--- src/rme_pkg.sv ---
// Shared types and constants of the register machine execute block.
package rme_pkg;

  localparam int unsigned ACTION_W  = 4;
  localparam int unsigned REG_IDX_W = 5;
  localparam int unsigned IMM_W     = 32;
  localparam int unsigned VALUE_W   = 32;

  typedef enum logic [ACTION_W-1:0] {
    ACT_IN   = 4'd0,
    ACT_OUT  = 4'd1,
    ACT_MOV  = 4'd2,
    ACT_XCHG = 4'd3,
    ACT_ADD  = 4'd4,
    ACT_SUB  = 4'd5,
    ACT_MUL  = 4'd6,
    ACT_DIV  = 4'd7,
    ACT_MOD  = 4'd8,
    ACT_AND  = 4'd9,
    ACT_OR   = 4'd10,
    ACT_XOR  = 4'd11
  } action_e;

  typedef enum logic [2:0] {
    WR_IMM  = 3'd0,
    WR_A    = 3'd1,
    WR_B    = 3'd2,
    WR_ALU  = 3'd3,
    WR_ITER = 3'd4
  } wr_sel_e;

  // Controller to datapath
  typedef struct packed {
    logic    load;      // capture the instruction, read both operands
    logic    wr_en;     // write the register file
    wr_sel_e wr_sel;
    logic    wr_s1;     // write to the first source instead of the destination
    logic    start;     // set up the shift-add / shift-subtract unit
    logic    step;      // one iteration of that unit
    logic    post;      // load the output register
    logic    post_err;  // posted word is a divide-by-zero error
  } rme_cmd_t;

  // Datapath to controller
  typedef struct packed {
    logic [ACTION_W-1:0] action;
    logic                b_zero;
    logic                out_free;
    logic                last;
  } rme_stat_t;

endpackage

--- src/rme_ram.sv ---
// Generic RAM: one write port, two registered read ports.
module rme_ram #(
  parameter int unsigned WIDTH = 32,
  parameter int unsigned DEPTH = 26
) (
  input  logic                     clk_i,
  input  logic                     we_i,
  input  logic [$clog2(DEPTH)-1:0] waddr_i,
  input  logic [WIDTH-1:0]         wdata_i,
  input  logic                     re_i,
  input  logic [$clog2(DEPTH)-1:0] raddr_a_i,
  input  logic [$clog2(DEPTH)-1:0] raddr_b_i,
  output logic [WIDTH-1:0]         rdata_a_o,
  output logic [WIDTH-1:0]         rdata_b_o
);

  logic [WIDTH-1:0] mem_q [DEPTH];
  logic [WIDTH-1:0] rdata_a_q;
  logic [WIDTH-1:0] rdata_b_q;

  always_ff @(posedge clk_i) begin
    if (we_i) begin
      mem_q[waddr_i] <= wdata_i;
    end
    if (re_i) begin
      rdata_a_q <= mem_q[raddr_a_i];
      rdata_b_q <= mem_q[raddr_b_i];
    end
  end

  assign rdata_a_o = rdata_a_q;
  assign rdata_b_o = rdata_b_q;

endmodule

--- src/rme_datapath.sv ---
// Datapath: register file, operand and ALU logic, iterative mul/div unit, output register.
module rme_datapath #(
  parameter int unsigned NUM_REGS   = 26,
  parameter int unsigned DATA_WIDTH = 32
) (
  input  logic                                clk_i,
  input  logic                                rst_ni,
  input  rme_pkg::rme_cmd_t                   cmd_i,
  output rme_pkg::rme_stat_t                  stat_o,
  input  logic [rme_pkg::ACTION_W-1:0]        action_i,
  input  logic [rme_pkg::REG_IDX_W-1:0]       dest_reg_i,
  input  logic [rme_pkg::REG_IDX_W-1:0]       first_src_i,
  input  logic [rme_pkg::REG_IDX_W-1:0]       second_src_i,
  input  logic                                three_operands_i,
  input  logic signed [rme_pkg::IMM_W-1:0]    immediate_i,
  output logic                                out_valid_o,
  input  logic                                out_stall_i,
  output logic                                status_o,
  output logic signed [rme_pkg::VALUE_W-1:0]  value_o
);
  import rme_pkg::*;

  localparam int unsigned DW    = DATA_WIDTH;
  localparam int unsigned AW    = $clog2(NUM_REGS);
  localparam int unsigned CNT_W = $clog2(DATA_WIDTH);
  localparam logic [REG_IDX_W:0] NUM_IDX = (REG_IDX_W+1)'(NUM_REGS);

  // Instruction captured at accept
  logic [ACTION_W-1:0]  action_q;
  logic [REG_IDX_W-1:0] d_q, s1_q;
  logic [IMM_W-1:0]     imm_q;
  logic                 ok_a_q, ok_b_q;

  // Register file and its valid bits
  logic [NUM_REGS-1:0]  valid_q;
  logic [REG_IDX_W-1:0] raddr_a, raddr_b, waddr;
  logic                 alu_in, ok_a_d, ok_b_d, w_in_range, ram_we;
  logic [DW-1:0]        rdata_a, rdata_b, op_a, op_b, wdata, alu_res, imm_ext;

  // Iterative unit
  logic [DW-1:0]    acc_q, x_q, y_q, iter_res, mag_a, mag_b;
  logic [CNT_W-1:0] cnt_q;
  logic             neg_q_q, neg_r_q;
  logic [DW:0]      div_sh, div_diff;

  // Output register
  logic                out_valid_q, status_q;
  logic [VALUE_W-1:0]  value_q, out_val;

  // Three-operand ALU reads both sources; everything else reads dest and first source
  assign alu_in  = (action_i >= ACT_ADD) && (action_i <= ACT_XOR) && three_operands_i;
  assign raddr_a = alu_in ? first_src_i  : dest_reg_i;
  assign raddr_b = alu_in ? second_src_i : first_src_i;
  assign ok_a_d  = ({1'b0, raddr_a} < NUM_IDX) && valid_q[raddr_a[AW-1:0]];
  assign ok_b_d  = ({1'b0, raddr_b} < NUM_IDX) && valid_q[raddr_b[AW-1:0]];

  assign waddr      = cmd_i.wr_s1 ? s1_q : d_q;
  assign w_in_range = {1'b0, waddr} < NUM_IDX;
  assign ram_we     = cmd_i.wr_en && w_in_range;

  rme_ram #(
    .WIDTH (DW),
    .DEPTH (NUM_REGS)
  ) u_regfile (
    .clk_i     (clk_i),
    .we_i      (ram_we),
    .waddr_i   (waddr[AW-1:0]),
    .wdata_i   (wdata),
    .re_i      (cmd_i.load),
    .raddr_a_i (raddr_a[AW-1:0]),
    .raddr_b_i (raddr_b[AW-1:0]),
    .rdata_a_o (rdata_a),
    .rdata_b_o (rdata_b)
  );

  // Never-written or out-of-range registers read as zero
  assign op_a = ok_a_q ? rdata_a : '0;
  assign op_b = ok_b_q ? rdata_b : '0;

  generate
    if (DW > VALUE_W) begin : g_wide
      assign imm_ext = {{(DW-IMM_W){imm_q[IMM_W-1]}}, imm_q};
      assign out_val = op_a[VALUE_W-1:0];
    end else if (DW == VALUE_W) begin : g_equal
      assign imm_ext = imm_q;
      assign out_val = op_a;
    end else begin : g_narrow
      assign imm_ext = imm_q[DW-1:0];
      assign out_val = {{(VALUE_W-DW){op_a[DW-1]}}, op_a};
    end
  endgenerate

  always_comb begin
    case (action_q)
      ACT_ADD: alu_res = op_a + op_b;
      ACT_SUB: alu_res = op_a - op_b;
      ACT_AND: alu_res = op_a & op_b;
      ACT_OR:  alu_res = op_a | op_b;
      default: alu_res = op_a ^ op_b;
    endcase
  end

  assign mag_a = op_a[DW-1] ? (DW'(0) - op_a) : op_a;
  assign mag_b = op_b[DW-1] ? (DW'(0) - op_b) : op_b;

  // Restoring division: shift next dividend bit into the partial remainder
  assign div_sh   = {acc_q, y_q[DW-1]};
  assign div_diff = div_sh - {1'b0, x_q};

  always_comb begin
    case (action_q)
      ACT_MUL: iter_res = acc_q;
      ACT_DIV: iter_res = neg_q_q ? (DW'(0) - y_q) : y_q;
      default: iter_res = neg_r_q ? (DW'(0) - acc_q) : acc_q;
    endcase
  end

  always_comb begin
    case (cmd_i.wr_sel)
      WR_IMM:  wdata = imm_ext;
      WR_A:    wdata = op_a;
      WR_B:    wdata = op_b;
      WR_ALU:  wdata = alu_res;
      WR_ITER: wdata = iter_res;
      default: wdata = op_b;
    endcase
  end

  always_ff @(posedge clk_i) begin
    if (cmd_i.load) begin
      action_q <= action_i;
      d_q      <= dest_reg_i;
      s1_q     <= first_src_i;
      imm_q    <= immediate_i;
      ok_a_q   <= ok_a_d;
      ok_b_q   <= ok_b_d;
    end
    if (cmd_i.start) begin
      acc_q <= '0;
      cnt_q <= CNT_W'(DATA_WIDTH - 1);
      if (action_q == ACT_MUL) begin
        x_q <= op_a;
        y_q <= op_b;
      end else begin
        x_q     <= mag_b;
        y_q     <= mag_a;
        neg_q_q <= op_a[DW-1] ^ op_b[DW-1];
        neg_r_q <= op_a[DW-1];
      end
    end else if (cmd_i.step) begin
      cnt_q <= cnt_q - CNT_W'(1);
      if (action_q == ACT_MUL) begin
        acc_q <= acc_q + (y_q[0] ? x_q : '0);
        x_q   <= {x_q[DW-2:0], 1'b0};
        y_q   <= {1'b0, y_q[DW-1:1]};
      end else if (!div_diff[DW]) begin
        acc_q <= div_diff[DW-1:0];
        y_q   <= {y_q[DW-2:0], 1'b1};
      end else begin
        acc_q <= div_sh[DW-1:0];
        y_q   <= {y_q[DW-2:0], 1'b0};
      end
    end
    if (cmd_i.post) begin
      status_q <= cmd_i.post_err;
      value_q  <= cmd_i.post_err ? '0 : out_val;
    end
  end

  always_ff @(posedge clk_i or negedge rst_ni) begin
    if (!rst_ni) begin
      valid_q     <= '0;
      out_valid_q <= 1'b0;
    end else begin
      if (ram_we) begin
        valid_q[waddr[AW-1:0]] <= 1'b1;
      end
      if (cmd_i.post) begin
        out_valid_q <= 1'b1;
      end else if (!out_stall_i) begin
        out_valid_q <= 1'b0;
      end
    end
  end

  assign stat_o.action   = action_q;
  assign stat_o.b_zero   = (op_b == '0);
  assign stat_o.out_free = !out_valid_q || !out_stall_i;
  assign stat_o.last     = (cnt_q == '0);

  assign out_valid_o = out_valid_q;
  assign status_o    = status_q;
  assign value_o     = value_q;

`ifndef ASSERT_OFF
  a_post_free: assert property (@(posedge clk_i) disable iff (!rst_ni)
    cmd_i.post |-> !(out_valid_q && out_stall_i))
    else $error("result posted over an unaccepted word");
  a_no_wr_on_load: assert property (@(posedge clk_i) disable iff (!rst_ni)
    !(cmd_i.load && cmd_i.wr_en))
    else $error("register write collides with operand read");
  a_err_zero: assert property (@(posedge clk_i) disable iff (!rst_ni)
    (out_valid_o && status_o) |-> (value_o == '0))
    else $error("error word carries a nonzero value");
  a_held_word: assert property (@(posedge clk_i) disable iff (!rst_ni)
    (out_valid_o && out_stall_i) |=> (out_valid_o && $stable(value_o)))
    else $error("stalled output word changed");
`endif

endmodule

--- src/rme_ctrl.sv ---
// Controller: sequences each instruction through the datapath.
module rme_ctrl (
  input  logic               clk_i,
  input  logic               rst_ni,
  input  logic               in_valid_i,
  output logic               in_stall_o,
  output rme_pkg::rme_cmd_t  cmd_o,
  input  rme_pkg::rme_stat_t stat_i
);
  import rme_pkg::*;

  typedef enum logic [2:0] {
    ST_IDLE,
    ST_EXEC,
    ST_XCHG,
    ST_ITER,
    ST_DONE
  } state_e;

  state_e   state_q, state_d;
  rme_cmd_t cmd;

  always_comb begin
    cmd     = '0;
    state_d = state_q;
    case (state_q)
      ST_IDLE: begin
        if (in_valid_i) begin
          cmd.load = 1'b1;
          state_d  = ST_EXEC;
        end
      end
      ST_EXEC: begin
        state_d = ST_IDLE;
        case (stat_i.action)
          ACT_IN: begin
            cmd.wr_en  = 1'b1;
            cmd.wr_sel = WR_IMM;
          end
          ACT_OUT: begin
            // hold until the output register can take the word
            if (stat_i.out_free) begin
              cmd.post = 1'b1;
            end else begin
              state_d = ST_EXEC;
            end
          end
          ACT_MOV: begin
            cmd.wr_en  = 1'b1;
            cmd.wr_sel = WR_B;
          end
          ACT_XCHG: begin
            cmd.wr_en  = 1'b1;
            cmd.wr_sel = WR_B;
            state_d    = ST_XCHG;
          end
          ACT_ADD, ACT_SUB, ACT_AND, ACT_OR, ACT_XOR: begin
            cmd.wr_en  = 1'b1;
            cmd.wr_sel = WR_ALU;
          end
          ACT_MUL: begin
            cmd.start = 1'b1;
            state_d   = ST_ITER;
          end
          ACT_DIV, ACT_MOD: begin
            if (!stat_i.b_zero) begin
              cmd.start = 1'b1;
              state_d   = ST_ITER;
            end else if (stat_i.out_free) begin
              cmd.post     = 1'b1;
              cmd.post_err = 1'b1;
            end else begin
              state_d = ST_EXEC;
            end
          end
          default: begin
            // unused codes: drop the item
          end
        endcase
      end
      ST_XCHG: begin
        cmd.wr_en  = 1'b1;
        cmd.wr_sel = WR_A;
        cmd.wr_s1  = 1'b1;
        state_d    = ST_IDLE;
      end
      ST_ITER: begin
        cmd.step = 1'b1;
        if (stat_i.last) begin
          state_d = ST_DONE;
        end
      end
      ST_DONE: begin
        cmd.wr_en  = 1'b1;
        cmd.wr_sel = WR_ITER;
        state_d    = ST_IDLE;
      end
      default: begin
        state_d = ST_IDLE;
      end
    endcase
  end

  always_ff @(posedge clk_i or negedge rst_ni) begin
    if (!rst_ni) begin
      state_q <= ST_IDLE;
    end else begin
      state_q <= state_d;
    end
  end

  assign in_stall_o = (state_q != ST_IDLE);
  assign cmd_o      = cmd;

`ifndef ASSERT_OFF
  a_step_in_iter: assert property (@(posedge clk_i) disable iff (!rst_ni)
    cmd.step |-> (state_q == ST_ITER))
    else $error("iteration step outside the iterate state");
  a_start_iter: assert property (@(posedge clk_i) disable iff (!rst_ni)
    cmd.start |=> (state_q == ST_ITER))
    else $error("unit started without entering the iterate state");
  a_xchg_follow: assert property (@(posedge clk_i) disable iff (!rst_ni)
    (state_q == ST_XCHG) |-> ($past(state_q) == ST_EXEC))
    else $error("second exchange write without its first");
`endif

endmodule

--- src/register_machine_execute_top.sv ---
// Top level of the register machine execute block.
// Sequencing: a word is taken in the idle state, then executed; in, mov and ALU ops
// other than mul/div/mod write on execute, xchg writes again in a second state, out and
// div/mod by zero post a word (held while the output register holds an unaccepted word),
// mul/div/mod otherwise run DATA_WIDTH shift-add or shift-subtract steps, one per cycle.
// Throughput: one instruction at a time; the next word is taken when the previous retires.
// Reset: all registers read as zero through per-entry valid bits; no clearing pass needed.
module register_machine_execute_top #(
  parameter int unsigned NUM_REGS   = 26,
  parameter int unsigned DATA_WIDTH = 32
) (
  input  logic                                clk_i,
  input  logic                                rst_ni,
  // instruction channel
  input  logic                                in_valid_i,
  output logic                                in_stall_o,
  input  logic [rme_pkg::ACTION_W-1:0]        action_i,
  input  logic [rme_pkg::REG_IDX_W-1:0]       dest_reg_i,
  input  logic [rme_pkg::REG_IDX_W-1:0]       first_src_i,
  input  logic [rme_pkg::REG_IDX_W-1:0]       second_src_i,
  input  logic                                three_operands_i,
  input  logic signed [rme_pkg::IMM_W-1:0]    immediate_i,
  // result channel
  output logic                                out_valid_o,
  input  logic                                out_stall_i,
  output logic                                status_o,
  output logic signed [rme_pkg::VALUE_W-1:0]  value_o
);
  import rme_pkg::*;

  rme_cmd_t  cmd;
  rme_stat_t stat;

  // Controller: decides per instruction which writes, iterations and posts happen
  rme_ctrl u_ctrl (
    .clk_i      (clk_i),
    .rst_ni     (rst_ni),
    .in_valid_i (in_valid_i),
    .in_stall_o (in_stall_o),
    .cmd_o      (cmd),
    .stat_i     (stat)
  );

  // Datapath: register file, operand masking, ALU, iterative unit, output register.
  // The output register separates the result channel from the instruction channel,
  // so a stalled result word holds while new instructions that post nothing proceed.
  rme_datapath #(
    .NUM_REGS   (NUM_REGS),
    .DATA_WIDTH (DATA_WIDTH)
  ) u_datapath (
    .clk_i            (clk_i),
    .rst_ni           (rst_ni),
    .cmd_i            (cmd),
    .stat_o           (stat),
    .action_i         (action_i),
    .dest_reg_i       (dest_reg_i),
    .first_src_i      (first_src_i),
    .second_src_i     (second_src_i),
    .three_operands_i (three_operands_i),
    .immediate_i      (immediate_i),
    .out_valid_o      (out_valid_o),
    .out_stall_i      (out_stall_i),
    .status_o         (status_o),
    .value_o          (value_o)
  );

endmodule

--- config.mk ---
export PLATFORM = sky130hd
export DESIGN_NAME = register_machine_execute_top
export DESIGN_NICKNAME = d
export VERILOG_FILES = /design/src/rme_pkg.sv /design/src/rme_ram.sv /design/src/rme_datapath.sv /design/src/rme_ctrl.sv /design/src/register_machine_execute_top.sv
export SDC_FILE = /design/constraint.sdc
export NUM_CORES = 2
export LEC_CHECK = 0
export BUFFER_PORTS_ARGS = -buffer_cell sky130_fd_sc_hd__buf_2
export CELL_PAD_IN_SITES_DETAIL_PLACEMENT = 0
export CELL_PAD_IN_SITES_GLOBAL_PLACEMENT = 1
export CORE_ASPECT_RATIO = 1.25
export CORE_UTILIZATION = 55
export DETAILED_ROUTE_END_ITERATION = 8
export PLACE_DENSITY_LB_ADDON = 0.12
export SLEW_MARGIN = 20
export SYNTH_ARGS = -nofsm -noshare
export SYNTH_HDL_FRONTEND = slang
export SYNTH_SLANG_ARGS = --single-unit
export TNS_END_PERCENT = 10
--- constraint.sdc ---
create_clock -name clk_i -period 16.9 [get_ports clk_i]
set_clock_uncertainty 0.2 [all_clocks]
set_input_delay 0.845 -clock clk_i [delete_from_list [all_inputs] [get_ports clk_i]]
set_output_delay 0.845 -clock clk_i [all_outputs]
set_load 0.01 [all_outputs]
==> results.py <==
metrics = {
    "global_route": {
        "grt_pass1_wl_mm": 295.0,
        "grt_overflow_total": 0,
        "grt_pass1_vias": 44730,
        "antenna_found_initial": 5,
        "grt_max_degree": 154,
        "grt.total_usage": 0.3584,
    },
    "synthesis": {
        "synthSimpleGateAreaFrac": 0.1176,
        "async_reset_ff_frac": 0.02703,
        "synth_cell_types": 88,
        "syn_avg_cell_area_sq_um": 12.01,
        "synthCells": 5141,
        "synth-xor-area-share": 0.02653,
        "synthAdderAreaFrac": 0.03441,
        "synth_area_sq_um": 61730,
        "synthMuxAreaShare": 0.1489,
        "synth_warnings": 0,
        "ys_seq_area_frac": 0.5315,
        "synth_edf_count": 1043,
        "synth_fp_nets": 5365,
        "synth_ff_type": "edfxtp_1",
        "synth_top_family_by_area": "multiplexers",
        "ys_ff_latch": 1110,
        "synth_compound_area_frac": 0.1126,
    },
    "routing": {
        "num_vias": 45330,
        "drc": 18,
        "first_iter_violations": 5254,
        "wl_per_cell_microns": 30.17,
        "routed_via_density": 6.762,
        "ant_nets": 0,
        "drt_pass1_iterations": 9,
        "routed_wirelength_mm": 202.2,
    },
    "min_path": {
        "hold_depth": 1,
        "min_path_type": "in2reg",
    },
    "final_layout": {
        "syn2layout_area_growth_pct": 10.01,
        "fill_cells": 8905,
        "register_area_sq_um": 32810,
        "finalNetCount": 5377,
        "finalInstanceArea_sq_um": 67920,
        "multi_input_area_sq_um": 27650,
        "drive_above_1_share": 0.1672,
    },
    "status": {
        "status": "finished with violations",
        "violations": "DRC",
    },
    "placement": {
        "portBuffers": 90,
        "gp_congestion": 0.9559,
        "dp_hpwl_mm": 125.6,
        "dpl_cell_area_sq_um": 64270,
    },
    "power_and_ir_drop": {
        "power.switching_mw": 3.722,
        "p_seq_frac": 0.402,
        "p_leak_nw": 24.10,
        "p_per_area_nw_per_um2": 148.9,
        "ir_drop_uv": 97.85,
        "pwr-share-clk": 0.247,
        "finalPower_mw": 10.11,
        "switching_share": 0.3680,
        "power_frac_comb": 0.352,
        "p_int_mw": 6.392,
    },
    "timing": {
        "finalSetupViolations": 0,
        "post-route-period-util": 0.3968,
        "slew_headroom": 0.1859,
        "fin_crit_ps": 6707,
        "rsz0062_at_grt": "no",
        "timing.setup.tns_ps": 0,
        "max_freq_mhz": 149.1,
        "worstMarginPinSlew_ps": 1221,
        "maxSlewViolCount": 0,
        "hold_violations": 0,
    },
    "worst_setup_path": {
        "worst-r2r-cell-count": 18,
        "cp-end-kind": "flip-flop",
        "required_ps": 16870,
        "cp-start-kind": "flip-flop",
        "worstSetupPathType": "reg2reg",
        "crit_path_max_fanout": 26,
        "worstPathArrival_ps": 6670,
    },
    "floorplan": {
        "num_rows": 137,
        "core_area_sq_um": 111400,
        "start_util": 0.5541,
        "chipWidth_microns": 301.7,
        "die_y_microns": 376.6,
        "die_area_sq_um": 113600,
        "pin_count": 91,
    },
    "cts": {
        "cts_made_buffers": 111,
        "cts_resized": 0,
        "clkTransAtPathRegs_ps": 70,
        "clock_latency_ps": 740,
        "clk_path_buf_depth": 3,
        "cts_setup_buffers": 0,
        "postCtsHoldBufs": 1,
        "root_buffer": "clkbuf_16",
        "cts_tree": "built",
        "cts-htree-levels": 3,
        "cts.sinks": 1110,
    },
    "flow_run": {
        "cap_violations": 0,
    },
}
worst paths after layout:
path | start | end | slack, ps
max | u_datapath.u_regfile.rdata_b_o[0] | u_datapath.u_regfile.mem_q[6][28] | 10190
min in group asynchronous | rst_ni | u_datapath.out_valid_o | 570
min | action_i[1] | u_datapath.action_q[1] | 80
min reg2reg | u_datapath.valid_q[1] | u_datapath.valid_q[1] | 290
max reg2reg | u_datapath.u_regfile.rdata_b_o[0] | u_datapath.u_regfile.mem_q[6][28] | 10190
max in group asynchronous | rst_ni | u_datapath.valid_q[24] | 15380
cells in the final DEF, fill, tap and decap left out, drive strengths merged, types with 14 or more instances in the layout:
cell / count
nand2: 838
xnor2: 126
nand2b: 24
o211ai: 23
clkbuf: 127
nor2b: 29
o22ai: 37
o31ai: 49
buf: 221
mux2i: 26
o41ai: 17
o21a: 26
and3: 14
a31oi: 38
a211oi: 40
dfxtp: 37
clkinv: 51
a211o: 15
a21o: 47
nor2: 344
nor3: 47
or3: 19
a221oi: 56
a21oi: 341
xor2: 61
mux4: 391
and2: 17
edfxtp: 1043
or2: 30
or4: 18
inv: 142
ha: 165
o221ai: 18
dfrtp: 30
nand3: 249
o21ai: 294
power groups by stage:
stage,clock [mW],combinational (mW),sequential (mW)
after floorplan,0,2.37,3.99
after global placement,0,3.47,4.10
after detailed placement,0,3.50,4.11
after CTS,2.51,3.51,4.05
after global routing,2.61,3.86,4.08
final,2.49,3.56,4.06
critical path: stages, from the launching register on:
cell and delay [ps]:
edfxtp_1 580, nand2_1 660, ha_1 370, nand2_1 230
a21oi_1 570, nand2_1 150, nand2_1 110, xnor2_1 120
ha_1 310, and4_1 220, o21ai_1 80, a31oi_1 80
o31a_1 270, o21a_1 190, o21ai_1 280, a31oi_1 310
a221o_1 450, a41oi_2 200, nand3_1 730
cell type report:
type,instances,share of cell area
sequential,1110,0.4831
antenna,4,0.0001474
inverter,139,0.007682
multi-input combinational,3569,0.4071
clock inverter,73,0.01063
timing repair buffer,222,0.02200
tap,1459,0.02688
clock buffer,127,0.04241
cells in the mapped netlist, types with 39 or more instances:
cell type	count	area share
edfxtp_1	1043	0.51
nand2_1	837	0.051
mux4_2	391	0.14
nor2_1	344	0.021
a21oi_1	341	0.028
nand3_1	249	0.020
clkbuf_1	246	0.015
ha_1	165	0.033
o21ai_0	147	0.012
o21ai_1	146	0.012
inv_1	138	0.0084
xnor2_1	126	0.018
xor2_1	61	0.0087
buf_1	57	0.0035
a221oi_1	56	0.0079
o31ai_1	49	0.0060
a21o_1	47	0.0057
nor3_1	47	0.0038
a211oi_1	39	0.0047
stage by stage:
step | hold WS [ps] | instances | setup WS [ps] | utilization
5_1_grt | 66.41 | 6699 | 9928 | 0.6095
4_1_cts | 43.51 | 6699 | 10310 | 0.6093
2_1_floorplan | 250.5 | 5141 | 10890 | -
6_report | 79.29 | 6703 | 10190 | 0.6095
3_3_place_gp | 267.8 | 6498 | 10110 | 0.5768
3_5_place_dp | 272.0 | 6498 | 10050 | 0.5768
cell families (layout without fill, tap and decap cells):
group / Yosys count / count (layout)
simple gates: 1676 / 1676
flops: 1110 / 1110
compound gates: 1110 / 1110
fa+ha+maj: 168 / 168
buf+inv: 462 / 561
mux: 428 / 428
other cells: 0 / 4
xor+xnor: 187 / 187
state kept, by name (all words and copies together), names as in the netlist, 26 cells and up:
register and count:
u_datapath.u_regfile.mem_q 832, u_datapath.imm_ext 32, u_datapath.valid_q 26, u_datapath.u_regfile.rdata_a_o 32, u_datapath.value_o 32, u_datapath.acc_q 32, u_datapath.x_q 32, u_datapath.u_regfile.rdata_b_o 32
u_datapath.y_q 32
metal layers:
| metal | part of all wire | GRT usage | up-vias |
|---|---|---|---|
| met5 | 0.00011 | 0 | - |
| met4 | 0.060 | 0.2009 | 4 |
| met3 | 0.085 | 0.05234 | 609 |
| met2 | 0.49 | 0.6008 | 2371 |
| met1 | 0.36 | 0.4458 | 22640 |
| li1 | - | - | 19710 |
No activity file was read; power rests on OpenSTA's default activity.
